--- src/sv/erl_pkg.sv ---
// Shared types and constants for the envelope linear resampler.
package erl_pkg;

   localparam int HARMONICS = 56;
   localparam int WIN_LEN   = HARMONICS + 4;
   localparam int ADDR_W    = $clog2(HARMONICS);
   localparam int CNT_W     = $clog2(HARMONICS + 1);
   localparam int IDX_W     = 6;
   localparam int VALUE_W   = 16;
   localparam int ACC_W     = 32;
   localparam int FRAC_W    = 15;

   localparam logic [ADDR_W-1:0] LAST_ADDR   = ADDR_W'(HARMONICS - 1);
   localparam logic [FRAC_W-1:0] WEIGHT_ONE  = 15'h7FFF;
   localparam logic [ACC_W-1:0]  RATIO_UNITY = 32'h0001_0000;

   typedef struct packed {
      logic signed [VALUE_W-1:0] env_value;
      logic [IDX_W-1:0]          env_index;
      logic signed [VALUE_W-1:0] f0_target;
      logic signed [VALUE_W-1:0] f0_source;
      logic [IDX_W-1:0]          out_count;
   } req_type;

   typedef struct packed {
      logic signed [VALUE_W-1:0] out_value;
      logic [IDX_W-1:0]          out_index;
      logic                      out_last;
   } rsp_type;

   typedef struct packed {
      logic             valid;
      logic [ACC_W-1:0] acc;
      logic [IDX_W-1:0] index;
      logic             last;
   } issue_type;

   typedef struct packed {
      logic             done;
      logic [ACC_W-1:0] ratio;
   } ratio_status_type;

   typedef enum logic [1:0] {
      ST_IDLE,
      ST_RATIO,
      ST_ISSUE,
      ST_DRAIN
   } ctrl_state_type;

   typedef enum logic [2:0] {
      DV_IDLE,
      DV_NORM,
      DV_SETUP,
      DV_ITER,
      DV_FINAL
   } div_state_type;

endpackage

--- src/sv/envelope_linear_resampler_top.sv ---
// Envelope linear resampler top level: load control and run sequencer.
// A transfer with index below 55 is stored; busy stays low.
// Index 55 with a nonzero count starts a run: the ratio uses a 32-step serial divide,
// skipped when the operands are equal or the divisor is zero; results follow one per cycle.
// busy is high from the starting transfer until the final result is on the ports.
// Synchronous reset returns to idle with no result pending; store contents are kept.
module envelope_linear_resampler_top (
   input  logic             clock,
   input  logic             reset,
   input  logic             start,
   output logic             busy,
   input  erl_pkg::req_type req_payload,
   output logic             rsp_strobe,
   output erl_pkg::rsp_type rsp_payload
);
   import erl_pkg::*;

   ctrl_state_type   state_ff, state_in;
   logic [ACC_W-1:0] acc_ff, acc_in;
   logic [CNT_W-1:0] k_ff, k_in;
   logic [CNT_W-1:0] n_ff, n_in;

   logic              accept;
   logic              index_ok;
   logic              run_go;
   logic [CNT_W-1:0]  count_sat;
   ratio_status_type  ratio_status;
   issue_type         issue;
   logic              pipe_busy;
   logic [ADDR_W-1:0] rd_addr_a;
   logic [ADDR_W-1:0] rd_addr_b;
   logic signed [VALUE_W-1:0] rd_data_a;
   logic signed [VALUE_W-1:0] rd_data_b;

   assign busy     = (state_ff != ST_IDLE);
   assign accept   = start && !busy;
   assign index_ok = {1'b0, req_payload.env_index} < (IDX_W + 1)'(HARMONICS);
   assign count_sat = ({1'b0, req_payload.out_count} > (IDX_W + 1)'(HARMONICS)) ?
                      CNT_W'(HARMONICS) : CNT_W'(req_payload.out_count);
   assign run_go   = accept && index_ok
                     && (req_payload.env_index[ADDR_W-1:0] == LAST_ADDR)
                     && (count_sat != '0);

   always_ff @(posedge clock) begin
      if (reset) begin
         state_ff <= ST_IDLE;
      end else begin
         state_ff <= state_in;
      end
      acc_ff <= acc_in;
      k_ff   <= k_in;
      n_ff   <= n_in;
   end

   always_comb begin
      state_in    = state_ff;
      acc_in      = acc_ff;
      k_in        = k_ff;
      n_in        = n_ff;
      issue.valid = 1'b0;
      issue.acc   = acc_ff;
      issue.index = IDX_W'(k_ff);
      issue.last  = (k_ff + 1'b1 == n_ff);

      unique case (state_ff)
         ST_IDLE: begin
            if (run_go) begin
               n_in     = count_sat;
               state_in = ST_RATIO;
            end
         end
         ST_RATIO: begin
            if (ratio_status.done) begin
               acc_in   = ratio_status.ratio;
               k_in     = '0;
               state_in = ST_ISSUE;
            end
         end
         ST_ISSUE: begin
            issue.valid = 1'b1;
            acc_in      = acc_ff + ratio_status.ratio;
            k_in        = k_ff + 1'b1;
            if (issue.last) begin
               state_in = ST_DRAIN;
            end
         end
         ST_DRAIN: begin
            if (!pipe_busy) begin
               state_in = ST_IDLE;
            end
         end
         default: begin
            state_in = ST_IDLE;
         end
      endcase
   end

   erl_store u_store (
      .clock     (clock),
      .wr_en     (accept && index_ok),
      .wr_addr   (req_payload.env_index[ADDR_W-1:0]),
      .wr_data   (req_payload.env_value),
      .rd_addr_a (rd_addr_a),
      .rd_addr_b (rd_addr_b),
      .rd_data_a (rd_data_a),
      .rd_data_b (rd_data_b)
   );

   erl_ratio u_ratio (
      .clock  (clock),
      .reset  (reset),
      .go     (run_go),
      .num    (req_payload.f0_target),
      .den    (req_payload.f0_source),
      .status (ratio_status)
   );

   erl_interp u_interp (
      .clock       (clock),
      .reset       (reset),
      .issue       (issue),
      .rd_addr_a   (rd_addr_a),
      .rd_addr_b   (rd_addr_b),
      .rd_data_a   (rd_data_a),
      .rd_data_b   (rd_data_b),
      .pipe_busy   (pipe_busy),
      .rsp_strobe  (rsp_strobe),
      .rsp_payload (rsp_payload)
   );

endmodule

--- src/sv/erl_store.sv ---
// Envelope store: one write port, two registered read ports.
module erl_store (
   input  logic                               clock,
   input  logic                               wr_en,
   input  logic [erl_pkg::ADDR_W-1:0]         wr_addr,
   input  logic signed [erl_pkg::VALUE_W-1:0] wr_data,
   input  logic [erl_pkg::ADDR_W-1:0]         rd_addr_a,
   input  logic [erl_pkg::ADDR_W-1:0]         rd_addr_b,
   output logic signed [erl_pkg::VALUE_W-1:0] rd_data_a,
   output logic signed [erl_pkg::VALUE_W-1:0] rd_data_b
);
   import erl_pkg::*;

   logic signed [VALUE_W-1:0] mem [HARMONICS];
   logic signed [VALUE_W-1:0] rd_a_ff;
   logic signed [VALUE_W-1:0] rd_b_ff;

   always_ff @(posedge clock) begin
      if (wr_en) begin
         mem[wr_addr] <= wr_data;
      end
      rd_a_ff <= mem[rd_addr_a];
      rd_b_ff <= mem[rd_addr_b];
   end

   assign rd_data_a = rd_a_ff;
   assign rd_data_b = rd_b_ff;

endmodule

--- src/sv/erl_ratio.sv ---
// Q16 ratio unit: normalize divisor, bit-serial restoring divide, re-shift.
module erl_ratio (
   input  logic                               clock,
   input  logic                               reset,
   input  logic                               go,
   input  logic signed [erl_pkg::VALUE_W-1:0] num,
   input  logic signed [erl_pkg::VALUE_W-1:0] den,
   output erl_pkg::ratio_status_type          status
);
   import erl_pkg::*;

   div_state_type       state_ff, state_in;
   logic signed [15:0]  num_ff, num_in;
   logic signed [15:0]  den_ff, den_in;
   logic signed [15:0]  nden_ff, nden_in;
   logic [4:0]          lz_ff, lz_in;
   logic [4:0]          sh_ff, sh_in;
   logic                neg_ff, neg_in;
   logic [15:0]         rem_ff, rem_in;
   logic [15:0]         mb_ff, mb_in;
   logic [31:0]         dvd_ff, dvd_in;
   logic [4:0]          cnt_ff, cnt_in;
   logic [ACC_W-1:0]    ratio_ff, ratio_in;
   logic                done_ff, done_in;

   logic [15:0] norm_src;
   logic [4:0]  lz_calc;
   logic        lt;
   logic [15:0] mag_num;
   logic [16:0] shifted;
   logic [17:0] diff;
   logic [15:0] qh;
   logic [15:0] q16;
   logic [31:0] v32;
   logic [4:0]  rsh;

   function automatic logic [4:0] clz16(input logic [15:0] x);
      logic [4:0] n;
      n = 5'd16;
      for (int i = 0; i < 16; i++) begin
         if (x[i]) n = 5'(15 - i);
      end
      return n;
   endfunction

   always_ff @(posedge clock) begin
      if (reset) begin
         state_ff <= DV_IDLE;
         done_ff  <= 1'b0;
      end else begin
         state_ff <= state_in;
         done_ff  <= done_in;
      end
      num_ff   <= num_in;
      den_ff   <= den_in;
      nden_ff  <= nden_in;
      lz_ff    <= lz_in;
      sh_ff    <= sh_in;
      neg_ff   <= neg_in;
      rem_ff   <= rem_in;
      mb_ff    <= mb_in;
      dvd_ff   <= dvd_in;
      cnt_ff   <= cnt_in;
      ratio_ff <= ratio_in;
   end

   always_comb begin
      state_in = state_ff;
      num_in   = num_ff;
      den_in   = den_ff;
      nden_in  = nden_ff;
      lz_in    = lz_ff;
      sh_in    = sh_ff;
      neg_in   = neg_ff;
      rem_in   = rem_ff;
      mb_in    = mb_ff;
      dvd_in   = dvd_ff;
      cnt_in   = cnt_ff;
      ratio_in = ratio_ff;
      done_in  = 1'b0;

      norm_src = den_ff[15] ? ~den_ff : den_ff;
      lz_calc  = clz16(norm_src);
      lt       = num_ff < nden_ff;
      mag_num  = num_ff[15] ? 16'(-num_ff) : num_ff;
      shifted  = {rem_ff, dvd_ff[31]};
      diff     = {1'b0, shifted} - {2'b00, mb_ff};
      qh       = dvd_ff[16:1];
      q16      = neg_ff ? 16'(-qh) : qh;
      v32      = {q16, 16'h0000};
      rsh      = 5'(-sh_ff);

      unique case (state_ff)
         DV_IDLE: begin
            if (go) begin
               num_in   = num;
               den_in   = den;
               state_in = DV_NORM;
            end
         end
         DV_NORM: begin
            if (num_ff == den_ff) begin
               ratio_in = RATIO_UNITY;
               done_in  = 1'b1;
               state_in = DV_IDLE;
            end else if (den_ff == 16'sd0) begin
               ratio_in = '0;
               done_in  = 1'b1;
               state_in = DV_IDLE;
            end else begin
               lz_in    = lz_calc;
               nden_in  = den_ff << 4'(lz_calc - 5'd1);
               state_in = DV_SETUP;
            end
         end
         DV_SETUP: begin
            sh_in    = 5'(lz_ff - (lt ? 5'd16 : 5'd15));
            dvd_in   = lt ? {mag_num, 16'h0000} : {1'b0, mag_num, 15'h0000};
            mb_in    = nden_ff[15] ? 16'(-nden_ff) : nden_ff;
            neg_in   = num_ff[15] ^ nden_ff[15];
            rem_in   = '0;
            cnt_in   = 5'd31;
            state_in = DV_ITER;
         end
         DV_ITER: begin
            if (!diff[17]) begin
               rem_in = diff[15:0];
               dvd_in = {dvd_ff[30:0], 1'b1};
            end else begin
               rem_in = shifted[15:0];
               dvd_in = {dvd_ff[30:0], 1'b0};
            end
            cnt_in = cnt_ff - 5'd1;
            if (cnt_ff == 5'd0) begin
               state_in = DV_FINAL;
            end
         end
         DV_FINAL: begin
            if (sh_ff[4]) begin
               ratio_in = 32'($signed(v32) >>> rsh);
            end else begin
               ratio_in = v32 << sh_ff;
            end
            done_in  = 1'b1;
            state_in = DV_IDLE;
         end
         default: begin
            state_in = DV_IDLE;
         end
      endcase
   end

   assign status.done  = done_ff;
   assign status.ratio = ratio_ff;

endmodule

--- src/sv/erl_interp.sv ---
// Interpolation pipeline: window addressing, weighted products, sum and saturate.
module erl_interp (
   input  logic                               clock,
   input  logic                               reset,
   input  erl_pkg::issue_type                 issue,
   output logic [erl_pkg::ADDR_W-1:0]         rd_addr_a,
   output logic [erl_pkg::ADDR_W-1:0]         rd_addr_b,
   input  logic signed [erl_pkg::VALUE_W-1:0] rd_data_a,
   input  logic signed [erl_pkg::VALUE_W-1:0] rd_data_b,
   output logic                               pipe_busy,
   output logic                               rsp_strobe,
   output erl_pkg::rsp_type                   rsp_payload
);
   import erl_pkg::*;

   logic signed [15:0] idx;
   logic [15:0]        idx_u;
   logic [15:0]        a_pos;
   logic               outside;

   logic               s1_v_ff;
   logic [FRAC_W-1:0]  s1_frac_ff;
   logic [IDX_W-1:0]   s1_index_ff;
   logic               s1_last_ff;

   logic               s2_v_ff;
   logic signed [31:0] s2_pa_ff, s2_pa_in;
   logic signed [31:0] s2_pb_ff, s2_pb_in;
   logic [IDX_W-1:0]   s2_index_ff;
   logic               s2_last_ff;

   logic [FRAC_W-1:0]  weight_a;
   logic signed [32:0] sum;
   logic signed [17:0] scaled;
   logic signed [VALUE_W-1:0] sat;

   logic               rsp_v_ff;
   rsp_type            rsp_ff, rsp_in;

   always_comb begin
      idx     = $signed(issue.acc[31:16]);
      idx_u   = issue.acc[31:16];
      outside = idx[15] || (idx_u >= 16'(WIN_LEN));
      a_pos   = (idx_u == 16'd0) ? 16'd0 : idx_u - 16'd1;
      if (outside || a_pos > 16'(HARMONICS - 1)) begin
         rd_addr_a = LAST_ADDR;
      end else begin
         rd_addr_a = a_pos[ADDR_W-1:0];
      end
      if (outside || idx_u > 16'(HARMONICS - 1)) begin
         rd_addr_b = LAST_ADDR;
      end else begin
         rd_addr_b = idx_u[ADDR_W-1:0];
      end
   end

   always_comb begin
      weight_a = WEIGHT_ONE - s1_frac_ff;
      s2_pa_in = rd_data_a * $signed({1'b0, weight_a});
      s2_pb_in = rd_data_b * $signed({1'b0, s1_frac_ff});
   end

   always_comb begin
      sum    = 33'(s2_pa_ff) + 33'(s2_pb_ff);
      scaled = sum[32:15];
      if (scaled > 18'sd32767) begin
         sat = 16'sh7FFF;
      end else if (scaled < -18'sd32768) begin
         sat = -16'sh8000;
      end else begin
         sat = scaled[15:0];
      end
      rsp_in.out_value = sat;
      rsp_in.out_index = s2_index_ff;
      rsp_in.out_last  = s2_last_ff;
   end

   always_ff @(posedge clock) begin
      if (reset) begin
         s1_v_ff  <= 1'b0;
         s2_v_ff  <= 1'b0;
         rsp_v_ff <= 1'b0;
      end else begin
         s1_v_ff  <= issue.valid;
         s2_v_ff  <= s1_v_ff;
         rsp_v_ff <= s2_v_ff;
      end
      s1_frac_ff  <= issue.acc[15:1];
      s1_index_ff <= issue.index;
      s1_last_ff  <= issue.last;
      s2_pa_ff    <= s2_pa_in;
      s2_pb_ff    <= s2_pb_in;
      s2_index_ff <= s1_index_ff;
      s2_last_ff  <= s1_last_ff;
      rsp_ff      <= rsp_in;
   end

   assign pipe_busy   = s1_v_ff | s2_v_ff;
   assign rsp_strobe  = rsp_v_ff;
   assign rsp_payload = rsp_ff;

endmodule

--- config.mk ---
export PLATFORM = sky130hd
export DESIGN_NAME = envelope_linear_resampler_top
export DESIGN_NICKNAME = d
export VERILOG_FILES = /design/src/sv/erl_pkg.sv /design/src/sv/envelope_linear_resampler_top.sv /design/src/sv/erl_store.sv /design/src/sv/erl_ratio.sv /design/src/sv/erl_interp.sv
export SDC_FILE = /design/constraint.sdc
export NUM_CORES = 2
export LEC_CHECK = 0
export BUFFER_PORTS_ARGS = -buffer_cell sky130_fd_sc_hd__buf_2
export CORE_MARGIN = 10
export CORE_UTILIZATION = 63
export CTS_CLUSTER_SIZE = 8
export DETAILED_ROUTE_END_ITERATION = 12
export PLACE_DENSITY = 0.77
export SLEW_MARGIN = 20
export SYNTH_ARGS = -nofsm -noshare
export SYNTH_HDL_FRONTEND = slang
export SYNTH_HIERARCHICAL = 1
export SYNTH_SLANG_ARGS = --single-unit
--- constraint.sdc ---
create_clock -name clock -period 10 [get_ports clock]
set_input_delay 0.5 -clock clock [delete_from_list [all_inputs] [get_ports clock]]
set_output_delay 0.5 -clock clock [all_outputs]
set_load 0.01 [all_outputs]
Word level (Yosys, flattened, before mapping). Memories as Yosys holds them, arrays and structs flattened. A register that Yosys moved wholly into a read port is not among the register bits. Index checks and enable logic that the tools add are counted.

Bits in writable memories: 896. Bits in registers: 329. Logic and storage cells: 161. Output and inout port bits: 25. Memories: 1.

Memory list: u_store.mem (depth 56, width 16, rd ports 2, clocked after memory_dff 2, wr ports 1, RTL line erl_store.sv:14) `logic signed [VALUE_W-1:0] mem [HARMONICS];`.

Multiply operators: 2. Reductions and logical operators: 25. Bitwise gates (word level): 5. Muxes and demuxes: 56. Eq/ne operators: 17. Add/subtract/negate cells: 13. Shifts and indexed selects: 3. Magnitude comparators: 8.

Operators by type and width (count): $pmux 32 s2 (3); $mux 32 (5); $mux 16 (6); $mux 5 (17); $mul 16x16->32 (2); $neg 16->16 (3); $add 32x32->33 (1); $add 32x32->32 (1); $gt 16x6->1 const B (2); $logic_not 16->1 (2); $pmux 16 s2 (1); $shl 32x5->32 (1); $sshr 32x5->32 (1); $mux 6 (4); $gt 18x16->1 const B (1); $lt 18x16->1 const B (1); $sub 17x16->18 (1); $eq 16x16->1 (1); $ge 16x6->1 const B (1); $lt 16x16->1 (1); $not 16->16 (1); $shl 16x4->16 (1); $sub 16x1->16 const B (1); $mux 15 (1); 40 further kinds (70).

Depth between registers and ports, before layout.
Word-level depth: 20. Depth in mapped cells: 25. Depth with buffers taken out: 25.

By module. The synthesis kept the hierarchy.

Modules (own cells, without submodules): erl_store (area each 42504.5 µm², instances 1, sequential area each 27546.4 µm², cells an instance 2118); erl_interp (area each 22990.8 µm², instances 1, sequential area each 2382.3 µm², cells an instance 2432); erl_ratio (area each 11825.1 µm², instances 1, sequential area each 4884.7 µm², cells an instance 1232); envelope_linear_resampler_top (area each 3892.5 µm², instances 1, sequential area each 1361.3 µm², cells an instance 393).

Worst setup path after synthesis. No wires, ideal clock.

Kind: reg-to-reg. From: reg u_store.rd_b_ff[15], in the netlist u_store/rd_data_b[15], read port of u_store.mem. To: reg u_interp.s2_pb_ff[31]. Data required time: 9928 ps. Period minus slack after synthesis: 6436 ps. Slack: 3564 ps. Library setup time: 72 ps. Cell stages (with the launch flop): 25. Arrival: 6364 ps. Cell sequence: dfxtp_1 -> clkbuf_1 -> nand2_1 -> inv_1 -> fa_1 -> inv_1 -> fa_1 -> inv_1 -> fa_1 -> fa_1 -> fa_1 -> inv_1 -> fa_1 -> inv_1 -> ha_1 -> a21o_1 -> a21o_1 -> a221o_1 -> a21oi_1 -> o21ai_0 -> a41oi_1 -> a21oi_1 -> o21a_1 -> nor2_1 -> xnor2_1.

Word-level cells in the longest chain between the ends: 1.

Ends and longest elaborated chain: from (decl) (RTL line erl_store.sv:16) `logic signed [VALUE_W-1:0] rd_b_ff;`; $mul 16x16->32 (RTL line erl_interp.sv:60) `s2_pb_in = rd_data_b * $signed({1'b0, s1_frac_ff});`; via u_interp.s2_pb_in[31] (RTL line erl_interp.sv:28) `logic signed [31:0] s2_pb_ff, s2_pb_in;`; to (signal assigned) (RTL line erl_interp.sv:92) `s2_pb_ff <= s2_pb_in;`; to (decl) (RTL line erl_interp.sv:28).

The timed path passes the listed nets, and every way through them passes these cells. A chain may end at the register's enable or synchronous reset.

Final worst setup path.
From: reg u_interp.s1_frac_ff[2]. To: reg u_interp.s2_pb_ff[31].

Word-level cells in the longest chain between the ends: 1.

Ends and longest elaborated chain: from (decl) (RTL line erl_interp.sv:22) `logic [FRAC_W-1:0] s1_frac_ff;`; from (signal assigned) (RTL line erl_interp.sv:88) `s1_frac_ff <= issue.acc[15:1];`; $mul 16x16->32 (RTL line erl_interp.sv:60); via u_interp.s2_pb_in[31] (RTL line erl_interp.sv:28).

The timed path passes the listed nets, and every way through them passes these cells.

==> impl_results.md <==
* Run status: completed
* Crit end category: register
* GPL Wtd Cong at 0.921
* Drt drc at 0
* Overflow after GRT at 0
* First-pass GRT wire length at 330 mm
* Leak at 35.0 nW
* Peak supply drop at 0.000174 V
* Number of DRC markers in iteration 0 at 6457
* DR pass1 iterations at 6
* Row cnt at 131
* Clk_lat worst skew at 0.84 ns
* Clock transition at path regs at 0.05 ns
* Critical path type: register to register
* Post-synthesis area per instance at 13.2 sq um
* Pins Over Slew Limit at 0
* EDFF count, synth at 1100
* Clk root buf: clkbuf_16
* Final wirelength at 215 mm
* CP required at 10.71 ns
* Worst path arrival time at 7.86 ns
* Area of the die at 144000 sq um
* Highest Clock Rate at 0.140 GHz
* Die Wd at 379 um
* # nets final at 7086
* Post-synth top flop: edfxtp_1
* Hold Crit Class: input pin to register
* Unique masters post-synth at 106
* Post_cts resized at 0
* Clk buf depth at 3
* Slew margin rel. at 17.8%
* Htree depth at 4
* Dpl cell area at 83300 sq um
* CTS Buf Count at 177
* Vias in the first global route at 56033
* DR vias at 53623
* Ys async rst share at 0%
* Period utilisation layout at 71.5%
* # IOs at 88
* Initial antenna violation count at 25
* Yosys reg bits at 1257
* Critical Path Source Type: register
* Average wire per standard cell at 26.8 um
* Initial Util at 63.5%
* Minimum clock period at 7.15 ns
* Mapped Area at 81200 sq um
* Syn-to-layout area delta at 9.54%
* Pwr dens at 177 nW/um^2
* Overall routing resource usage at 30.2%
* Layout Skew at 0.0757 ns
* Mapped Nets at 7009
* Antenna Violating Nets Remaining at 0
* Final setup violation count at 0
* Layout cells sized above 1 at 16.5%
* Via density at 6.70
* CTS tree: yes
* Max cap viols at 0
* Final HPWL DP at 136 mm
* Post-Syn Instances at 6175
* Largest net degree at the start of global routing at 117
* Port bufs at 87
* Final Hold Fails at 0
* Worst-margin pin slew at 1.23 ns
* # fillers at 8454
* Die height at 379 um
* Clock sink total at 1257
* Register area share after synthesis at 44.5%
* Layout Cell Area excl Fill at 89000 sq um
* RSZ-0062 raised after global routing: false
* Core region area at 128000 sq um
* Yosys warns at 6
* Fin Setup TNS at 0 ns
* CP max FO at 32
## placed cells by master, fill, tap and decap left out, types with 122 or more instances in the layout
| cell type | Yosys | final |
|---|---|---|
| edfxtp_1 | 1100 | 1100 |
| inv_1 | 674 | 674 |
| fa_1 | 495 | 495 |
| mux4_2 | 448 | 448 |
| nand2_1 | 356 | 353 |
| ha_1 | 276 | 275 |
| nor2_1 | 231 | 209 |
| mux2i_1 | 195 | 195 |
| a21oi_1 | 189 | 188 |
| clkbuf_16 | 0 | 178 |
| nand2b_1 | 163 | 161 |
| dfxtp_1 | 157 | 155 |
| o21ai_0 | 159 | 153 |
| nor2b_1 | 153 | 149 |
| and2_1 | 147 | 146 |
| xnor2_1 | 133 | 132 |
| buf_4 | 27 | 122 |
## worst paths after layout
path	from	endpoint	slack, ns	cells after the start
worst max register to register	u_interp/s1_frac_ff[2]	u_interp/s2_pb_ff[31]	2.85	23
worst max-delay path	u_interp/s1_frac_ff[2]	u_interp/s2_pb_ff[31]	2.85	23
worst min-delay path	req_payload[45]	u_store/mem[9][1]	0.07	1
worst min register to register	u_interp/s1_index_ff[0]	u_interp/s2_index_ff[0]	0.32	0
## state kept, by name, indices dropped and copies added (netlist names), 23 cells and up
register	flops
u_store/mem	896
acc_ff	32
u_interp/s2_pa_ff	32
u_interp/s2_pb_ff	32
u_ratio/dvd_ff	32
u_ratio/ratio_ff	32
u_interp/rsp_payload	23
## cell usage after synthesis, drive strengths merged (77+ instances only)
master  number  area (sq um)
a21oi      192           980
and2       147           920
buf        128           761
clkbuf     218           818
dfxtp      157          3140
edfxtp    1100         33000
fa         495          9910
ha         276          3450
inv        674          2530
mux2        77           875
mux2i      196          1970
mux4       454         10200
nand2      356          1340
nand2b     163          1020
nand3      106           531
nor2       233           885
nor2b      153           957
o21ai      173           870
xnor2      133          1160
## critical path, cell delays in order, from the launching register on
cell and delay [ns]:
dfxtp_2 0.78, nand2_1 0.21, inv_1 0.13, fa_1 0.46, inv_1 0.24, fa_1 0.45, inv_1 0.40, fa_1 0.50
fa_1 0.50, fa_1 0.57, inv_1 0.06, fa_1 0.53, inv_1 0.04, ha_1 0.35, a21o_1 0.18, a21o_1 0.18
a221o_1 0.34, a21oi_1 0.22, o21ai_0 0.15, a41oi_1 0.25, a21oi_1 0.13, o21a_1 0.18, nor2_1 0.11, xnor2_1 0.12
## layer usage
metal / up-vias / part of all wire (%) / global-route usage (%)
met5: - / 0.043 / 0
met2: 3427 / 47 / 48.3
met3: 692 / 12 / 8.00
met4: 14 / 4.9 / 14.0
met1: 26889 / 36 / 38.6
li1: 22601 / - / -
## timing repair
item	CTS	global route
hold buffers	39	0
buffers inserted	0	0
endpoints found under the hold margin	40	0
## logic make-up (layout without fill, tap and decap cells)
kind of cell	count (synthesis)	count (layout)	synth area share, %
XOR/XNOR	199	199	2.17
multiplexers	727	727	16.1
other	0	13	0
adder cells (fa/ha/maj)	771	771	16.5
AO/OA/AOI/OAI	845	845	7.13
AND/OR/NAND/NOR	1353	1353	8.50
buffers and inverters	1023	1178	5.07
flip-flops	1257	1257	44.5
## stage by stage
stage	worst slack, ns	util, %	hold WS (ns)	std cells	total power [mW]
after floorplan	3.56	-	0.310	6175	9.26
after global placement	2.51	65.1	0.314	7695	10.1
after detailed placement	2.59	65.2	0.313	7695	10.2
after CTS	2.51	69.5	0.277	7991	15.8
after global routing	2.44	69.6	0.0744	8001	16.6
final	2.85	69.6	0.0725	8005	15.8
## area by class of cell
cell class / count / area [sq um] / share of cell area (%)
Multi-Input combinational cell: 3895 / 41100 / 46.2
Sequential cell: 1257 / 36200 / 40.7
Clock buffer: 239 / 4710 / 5.30
Inverter: 677 / 2540 / 2.86
Tap cell: 1662 / 2080 / 2.34
Timing Repair Buffer: 244 / 1800 / 2.02
Clock inverter: 18 / 478 / 0.537
Antenna cell: 13 / 32.5 / 0.0366
## where the power goes
part	leakage, nW	internal, mW	switching, mW
logic	21.4	1.78	2.34
clock network	2.48	3.33	2.30
registers	11.2	5.95	0.0832
total	35.0	11.1	4.73
Note: power is estimated with default switching activity, not from simulation.
